===== config.mk =====
export PLATFORM = sky130hd
export DESIGN_NAME = circular_deque_ring
export DESIGN_NICKNAME = d
export VERILOG_FILES = /design/src/rtl/cdq_pkg.sv /design/src/rtl/circular_deque_ring.sv /design/src/rtl/cdq_cell.sv
export VERILOG_INCLUDE_DIRS = /design/src /design/src/rtl
export SDC_FILE = /design/constraint.sdc
export NUM_CORES = 1
export LEC_CHECK = 0
export ABC_AREA = 1
export BUFFER_PORTS_ARGS = -buffer_cell sky130_fd_sc_hd__buf_2
export CAP_MARGIN = 20
export CORE_UTILIZATION = 49
export CTS_BUF_LIST = sky130_fd_sc_hd__clkbuf_4
export DETAILED_ROUTE_END_ITERATION = 8
export PLACE_DENSITY = 0.62
export SYNTH_ARGS = -nofsm -noshare
export SYNTH_HDL_FRONTEND = slang
export SYNTH_SLANG_ARGS = --single-unit

===== constraint.sdc =====
create_clock -name clk -period 5.35 [get_ports clk]
set_input_delay 1.07 -clock clk [delete_from_list [all_inputs] [get_ports clk]]
set_output_delay 1.07 -clock clk [all_outputs]
set_load 0.01 [all_outputs]

===== src/rtl/assert_macros.svh =====
// Assertion macros for the RTL that checks its own logic (circular_deque_ring).
// Depends on a clock named clk and an active-low reset named rst_n in scope.
`ifndef ASSERT_MACROS_SVH
`define ASSERT_MACROS_SVH

// Same-cycle implication, checked out of reset.
`define ASSERT_IMPL(label, ante, cons) \
  label: assert property (@(posedge clk) disable iff (!rst_n) (ante) |-> (cons)) \
    else $error("assertion failed");

// Next-cycle implication, checked out of reset.
`define ASSERT_NEXT(label, ante, cons) \
  label: assert property (@(posedge clk) disable iff (!rst_n) (ante) |=> (cons)) \
    else $error("assertion failed");

`endif


===== src/rtl/cdq_pkg.sv =====
// Shared types and constants for the circular deque.
// No dependencies; imported by cdq_cell and circular_deque_ring.
package cdq_pkg;

  localparam int CDQ_DEPTH = 8;
  localparam int DATA_W    = 32;
  localparam int CFG_W     = 4;
  localparam logic [CFG_W-1:0] RING_SIZE_RST = 4'd8;
  localparam logic [DATA_W-1:0] UNDERFLOW_VALUE = '1;

  typedef enum logic [1:0] {
    MODE_PUSH_BACK  = 2'd0,
    MODE_PUSH_FRONT = 2'd1,
    MODE_POP_FRONT  = 2'd2,
    MODE_POP_BACK   = 2'd3
  } cdq_mode_e;

  typedef enum logic [1:0] {
    ST_OK        = 2'd0,
    ST_OVERFLOW  = 2'd1,
    ST_UNDERFLOW = 2'd2
  } cdq_status_e;

  typedef enum logic {
    FSM_IDLE,
    FSM_WAIT
  } cdq_fsm_e;

  typedef struct packed {
    cdq_mode_e          mode;
    logic [DATA_W-1:0]  data_in;
  } cdq_in_t;

  typedef struct packed {
    logic [DATA_W-1:0]  value_out;
    cdq_status_e        status;
    logic               now_full;
    logic               now_empty;
  } cdq_out_t;

  // Per-cell controls driven by the deque controller.
  typedef struct packed {
    logic push_front;  // take left neighbor (cell 0 takes write data)
    logic pop_front;   // take right neighbor
    logic load;        // take write data
    logic sel;         // drive own entry onto the read chain
  } cdq_cell_ctl_t;

endpackage


===== src/rtl/circular_deque_ring.sv =====
// Circular deque of up to DEPTH-1 entries of 32 bits, held in a row of cells with
// the front entry in cell 0. Push back, push front, pop front and any overflow or
// underflow leave busy low: the result is strobed on out_valid in the cycle after
// start, so a new start is taken every cycle. A pop back that finds an entry holds
// busy while the entry travels down the registered read chain through the cells
// to cell 0; its result is strobed in the first cycle with busy low again. The
// receiver cannot stall: every result is present for exactly one cycle. A cfg
// write (taken while not busy) sets ring_size, clamped to 2..DEPTH, and empties
// the deque; capacity is ring_size-1.
module circular_deque_ring
  import cdq_pkg::*;
#(
  parameter int DEPTH = CDQ_DEPTH
) (
  input  logic              clk,
  input  logic              rst_n,
  input  logic              start,
  output logic              busy,
  input  cdq_in_t           in_data,
  output logic              out_valid,
  output cdq_out_t          out_data,
  input  logic              cfg_valid,
  output logic              cfg_ready,
  input  logic [CFG_W-1:0]  cfg_data
);

`include "assert_macros.svh"

  localparam int CAP   = DEPTH - 1;
  localparam int CNT_W = (DEPTH > 2) ? $clog2(DEPTH) : 1;

  cdq_fsm_e           state_r, state_nxt;
  logic [CFG_W-1:0]   ring_size_r, ring_size_nxt;
  logic [CNT_W-1:0]   cnt_r, cnt_nxt;
  logic [CNT_W-1:0]   wait_cnt_r, wait_cnt_nxt;
  logic               out_valid_r, out_valid_nxt;
  cdq_out_t           out_r, out_nxt;

  logic [CNT_W-1:0]   cap;
  logic               full;
  logic               empty;
  logic               push_front;
  logic               pop_front;
  logic               push_back;

  logic [DATA_W-1:0]  cell_data  [CAP];
  logic [DATA_W-1:0]  cell_chain [CAP];
  cdq_cell_ctl_t      cell_ctl   [CAP];

  // Usable capacity from the clamped slot count.
  always_comb begin
    if (ring_size_r < 4'd2) begin
      cap = CNT_W'(1);
    end else if (int'({28'b0, ring_size_r}) > DEPTH) begin
      cap = CNT_W'(CAP);
    end else begin
      cap = CNT_W'(ring_size_r - 4'd1);
    end
  end

  assign full  = (cnt_r == cap);
  assign empty = (cnt_r == '0);

  always_comb begin
    state_nxt     = state_r;
    ring_size_nxt = ring_size_r;
    cnt_nxt       = cnt_r;
    wait_cnt_nxt  = wait_cnt_r;
    out_valid_nxt = 1'b0;
    out_nxt       = out_r;
    push_front    = 1'b0;
    pop_front     = 1'b0;
    push_back     = 1'b0;

    case (state_r)
      FSM_IDLE: begin
        if (start) begin
          out_valid_nxt     = 1'b1;
          out_nxt.value_out = '0;
          out_nxt.status    = ST_OK;
          case (in_data.mode)
            MODE_PUSH_BACK: begin
              if (full) begin
                out_nxt.status = ST_OVERFLOW;
              end else begin
                push_back = 1'b1;
                cnt_nxt   = cnt_r + 1'b1;
              end
            end
            MODE_PUSH_FRONT: begin
              if (full) begin
                out_nxt.status = ST_OVERFLOW;
              end else begin
                push_front = 1'b1;
                cnt_nxt    = cnt_r + 1'b1;
              end
            end
            MODE_POP_FRONT: begin
              if (empty) begin
                out_nxt.status    = ST_UNDERFLOW;
                out_nxt.value_out = UNDERFLOW_VALUE;
              end else begin
                pop_front         = 1'b1;
                out_nxt.value_out = cell_data[0];
                cnt_nxt           = cnt_r - 1'b1;
              end
            end
            MODE_POP_BACK: begin
              if (empty) begin
                out_nxt.status    = ST_UNDERFLOW;
                out_nxt.value_out = UNDERFLOW_VALUE;
              end else begin
                // Hold the result until the read chain has settled.
                out_valid_nxt = 1'b0;
                wait_cnt_nxt  = '0;
                state_nxt     = FSM_WAIT;
              end
            end
            default: begin
              out_valid_nxt = 1'b0;
            end
          endcase
        end
        if (cfg_valid) begin
          ring_size_nxt = cfg_data;
          cnt_nxt       = '0;
        end
      end
      FSM_WAIT: begin
        wait_cnt_nxt = wait_cnt_r + 1'b1;
        if (wait_cnt_r == CNT_W'(CAP - 1)) begin
          out_valid_nxt     = 1'b1;
          out_nxt.value_out = cell_chain[0];
          out_nxt.status    = ST_OK;
          cnt_nxt           = cnt_r - 1'b1;
          state_nxt         = FSM_IDLE;
        end
      end
      default: begin
        state_nxt = FSM_IDLE;
      end
    endcase

    out_nxt.now_full  = (cnt_nxt == cap);
    out_nxt.now_empty = (cnt_nxt == '0);
    if (cfg_valid && state_r == FSM_IDLE) begin
      out_nxt.now_full  = 1'b0;
      out_nxt.now_empty = 1'b1;
    end
  end

  always_ff @(posedge clk) begin
    if (!rst_n) begin
      state_r     <= FSM_IDLE;
      ring_size_r <= RING_SIZE_RST;
      cnt_r       <= '0;
      wait_cnt_r  <= '0;
      out_valid_r <= 1'b0;
    end else begin
      state_r     <= state_nxt;
      ring_size_r <= ring_size_nxt;
      cnt_r       <= cnt_nxt;
      wait_cnt_r  <= wait_cnt_nxt;
      out_valid_r <= out_valid_nxt;
    end
  end

  always_ff @(posedge clk) begin
    out_r <= out_nxt;
  end

  genvar gi;
  generate
    for (gi = 0; gi < CAP; gi++) begin : g_cell
      logic [DATA_W-1:0] left_data;
      logic [DATA_W-1:0] right_data;
      logic [DATA_W-1:0] chain_in;

      assign cell_ctl[gi].push_front = push_front;
      assign cell_ctl[gi].pop_front  = pop_front;
      assign cell_ctl[gi].load       = push_back && (cnt_r == CNT_W'(gi));
      assign cell_ctl[gi].sel        = (cnt_r == CNT_W'(gi + 1));

      if (gi == 0) begin : g_first
        assign left_data = in_data.data_in;
      end else begin : g_mid
        assign left_data = cell_data[gi-1];
      end

      if (gi == CAP - 1) begin : g_last
        assign right_data = cell_data[gi];
        assign chain_in   = '0;
      end else begin : g_inner
        assign right_data = cell_data[gi+1];
        assign chain_in   = cell_chain[gi+1];
      end

      cdq_cell u_cell (
        .clk        (clk),
        .ctl        (cell_ctl[gi]),
        .wr_data    (in_data.data_in),
        .left_data  (left_data),
        .right_data (right_data),
        .chain_in   (chain_in),
        .data       (cell_data[gi]),
        .chain_out  (cell_chain[gi])
      );
    end
  endgenerate

  assign busy      = (state_r != FSM_IDLE);
  assign cfg_ready = (state_r == FSM_IDLE);
  assign out_valid = out_valid_r;
  assign out_data  = out_r;

  `ASSERT_IMPL(a_cnt_in_cap, 1'b1, cnt_r <= cap)
  `ASSERT_IMPL(a_wait_no_strobe, state_r == FSM_WAIT, !out_valid_r)
  `ASSERT_IMPL(a_ovf_zero, out_valid_r && out_r.status == ST_OVERFLOW, out_r.value_out == '0)
  `ASSERT_NEXT(a_push_full_ovf,
               start && !busy && !cfg_valid && full &&
               (in_data.mode == MODE_PUSH_BACK || in_data.mode == MODE_PUSH_FRONT),
               out_valid_r && out_r.status == ST_OVERFLOW)

endmodule


===== src/rtl/cdq_cell.sv =====
// One storage cell of the deque: holds one entry and one read-chain stage.
// Depends on cdq_pkg for the data width and the cell control struct.
module cdq_cell
  import cdq_pkg::*;
(
  input  logic                clk,
  input  cdq_cell_ctl_t       ctl,
  input  logic [DATA_W-1:0]   wr_data,
  input  logic [DATA_W-1:0]   left_data,
  input  logic [DATA_W-1:0]   right_data,
  input  logic [DATA_W-1:0]   chain_in,
  output logic [DATA_W-1:0]   data,
  output logic [DATA_W-1:0]   chain_out
);

  logic [DATA_W-1:0] data_r, data_nxt;
  logic [DATA_W-1:0] chain_r, chain_nxt;

  always_comb begin
    data_nxt = data_r;
    if (ctl.load) begin
      data_nxt = wr_data;
    end else if (ctl.push_front) begin
      data_nxt = left_data;
    end else if (ctl.pop_front) begin
      data_nxt = right_data;
    end
  end

  // Read chain advances one cell toward the front each cycle.
  assign chain_nxt = ctl.sel ? data_r : chain_in;

  always_ff @(posedge clk) begin
    data_r  <= data_nxt;
    chain_r <= chain_nxt;
  end

  assign data      = data_r;
  assign chain_out = chain_r;

endmodule

==> metrics.cfg <==
[timing]
clock_skew_ns = 0.0566
slew_violations = 0
min_period_ns = 3.31
setup-tns-final_ns = 0
rsz0062_at_grt = false
max_freq_ghz = 0.303
final_hold_viol_count = 0
slew-limit-headroom_pct = 28.1
finalSetupViolCount = 0
post-route-period-util_pct = 61.8
tightest_slew_ns = 1.08

[floorplanning]
dieWidth_microns = 205
start_util_pct = 50.1
die_h_microns = 205
coreArea_sq_mm = 0.0401
fp.dieArea_sq_mm = 0.0418
ioPinCount = 81
rows = 73

[route]
ant_nets = 0
via_count = 14300
routed_wl_microns = 48300
drt_iter0_drc = 1306
vias_per_cell = 5.38
firstDrtPassIters = 6
post_drt_wl_per_cell_microns = 18.2
drc = 0

[worst_setup_path]
path_cells = inv_1 -> buf_4 -> buf_2
path_max_fanout = 27
cp.arrival_ns = 2.24
crit_family = buffers and inverters
start_kind = flip-flop
crit_slowest_cell = buf_4
critPathBufInv = 3
critPathCaptureType = primary output
required_ns = 4.28
max_stage_delay_ns = 0.44
critPathKind = reg2out

[clock_tree]
hold_buffers = 0
post_cts.repair.setup_buffers = 0
numCtsBuffers = 133
cts_max_path_buffers = 3
htree_levels = 4
cts_tree = yes
cts_resized = 0
root_buffer = clkbuf_4
clk_latency_ns = 0.83
clkTransAtPathRegs_ns = 0.06
clock-sinks = 496

[global_route]
grt_pass1_vias = 13700
grt_overflow = 0
grt_pass1_wl_microns = 75000
antenna_found_initial = 2
grt_max_degree = 219
grt_usage_pct = 23.3

[placed_design]
place_area_sq_mm = 0.0209
portBuffers = 80
gp_congestion = 0.847
hpwl_microns = 29600
placedCellCount = 2412

[finish]
final_layout_size_suffix_gt1_share_pct = 23.9
fill_cells = 3472
area.growth.synth_to_final_pct = 13.3
stdcell_count = 2658
nNetsFinal = 2074
final_design_area_no_fill_sq_mm = 0.0228

[yosys]
synth_cells = 1902
syn-num-nets = 1954
syn-cell-area_sq_mm = 0.0201
avgSynthCellArea_sq_um = 10.6
synth.top_cell.area_share_pct = 38.6
yosys-top-cells-area = edfxtp_1 39%, dfxtp_1 24%, mux2_2 7.6%, nand2_1 5.5%, o21ai_0 4.4%
ys_types = 33
ys_warn_count = 0
synth.largest_area_cell = edfxtp_1
synth_seq_area_share_pct = 62.3
ys_ff_latch = 496

[hold_path]
hold_path_class = reg2reg

[pwr]
p_leak_nw = 9.61
powerDensity_mw_per_mm2 = 378
ir_drop_mv = 0.136

[status]
outcome = finished, final reports clean

[job]
max_cap_violations = 0

[flip-flops by register name (all words and copies together), names as in the netlist]
register and flops:
wait_cnt_r 3, g_cell.u_cell.data 224, busy 1, cnt_r 3, out_valid 1, g_cell.u_cell.chain_out 224, out_data 36, ring_size_r 4
[through the flow]
stage | setup WS [ns] | total power [W] | util, % | hold WS (ns)
floorplan | 1.07 | 0.00481 | - | 0.406
global placement | 1.69 | 0.00502 | 51.9 | 0.413
detailed placement | 1.73 | 0.00505 | 52.0 | 0.414
CTS | 1.98 | 0.00870 | 56.8 | 0.399
global route | 1.90 | 0.00898 | 56.8 | 0.427
finish | 2.04 | 0.00861 | 56.8 | 0.401
[worst min-delay path, cell delays in order, from the launching register on]
cell and delay [ns]:
dfxtp_1 0.31, nand2_1 0.04, o21ai_0 0.06
[area by class of cell]
cell class / count / area (sq um) / area share (%)
multi-input combinational: 1132 / 6430 / 28.2
tap: 525 / 657 / 2.89
clock buffer: 225 / 1690 / 7.42
sequential: 496 / 12500 / 55.0
antenna: 1 / 2.50 / 0.0110
inverter: 151 / 567 / 2.49
timing repair buffer: 108 / 701 / 3.08
clock inverter: 20 / 206 / 0.907
[logic make-up (layout without fill, tap and decap cells)]
| family | Yosys count | after routing | share of synthesized area, % |
|---|---|---|---|
| flops | 496 | 496 | 62.3 |
| compound gates | 503 | 503 | 14.0 |
| other cells | 0 | 1 | 0 |
| xor+xnor | 1 | 1 | 0.0436 |
| buf+inv | 274 | 504 | 6.00 |
| simple gates | 483 | 483 | 9.55 |
| mux | 135 | 135 | 7.57 |
| fa+ha+maj | 10 | 10 | 0.623 |
[final timing paths]
path	to	depth (start not counted)	slack (ns)	start
worst max-delay path	cfg_ready	3	2.04	busy
worst min-delay path	g_cell[4].u_cell.chain_out[7]	2	0.40	g_cell[5].u_cell.chain_out[7]
worst max register to register	g_cell[6].u_cell.data[12]	14	2.18	ring_size_r[0]
worst min register to register	g_cell[4].u_cell.chain_out[7]	2	0.40	g_cell[5].u_cell.chain_out[7]
[routing by layer]
layer	vias up	global-route usage, %	share of wire [%]
li1	6956	-	-
met1	6756	32.8	46
met2	525	35.8	45
met3	60	4.80	7.4
met4	0	7.92	1.4
met5	-	0	0
[Yosys cell counts (all sizes together)]
cell type / count
nor2: 156
nand3: 19
clkbuf: 58
buf: 65
o22ai: 103
xnor2: 1
or2: 1
dfxtp: 238
ha: 10
a21oi: 53
nand4: 2
o22a: 1
o211ai: 58
nor3: 4
o21ai: 287
edfxtp: 258
a31oi: 1
mux2: 135
inv: 151
nand2: 301
[report_power, final]
part | switching (W) | internal (W) | leakage (nW)
registers | 0.0000988 | 0.00424 | 4.33
clock network | 0.00151 | 0.00213 | 1.14
logic | 0.000412 | 0.000227 | 4.13
total | 0.00202 | 0.00659 | 9.61
[layout by cell type, fill, tap and decap left out, types with 11 or more instances in the layout]
cell and count:
a21oi_1 51, buf_2 80, buf_4 22, clkbuf_4 225, dfxtp_1 238, edfxtp_1 258
inv_1 145, inv_2 11, mux2_2 135, nand2_1 290, nand3_1 13, nor2_1 152
o211ai_1 58, o21ai_0 174, o21ai_1 112, o22ai_1 103
Power figures use the tool's default switching activity.
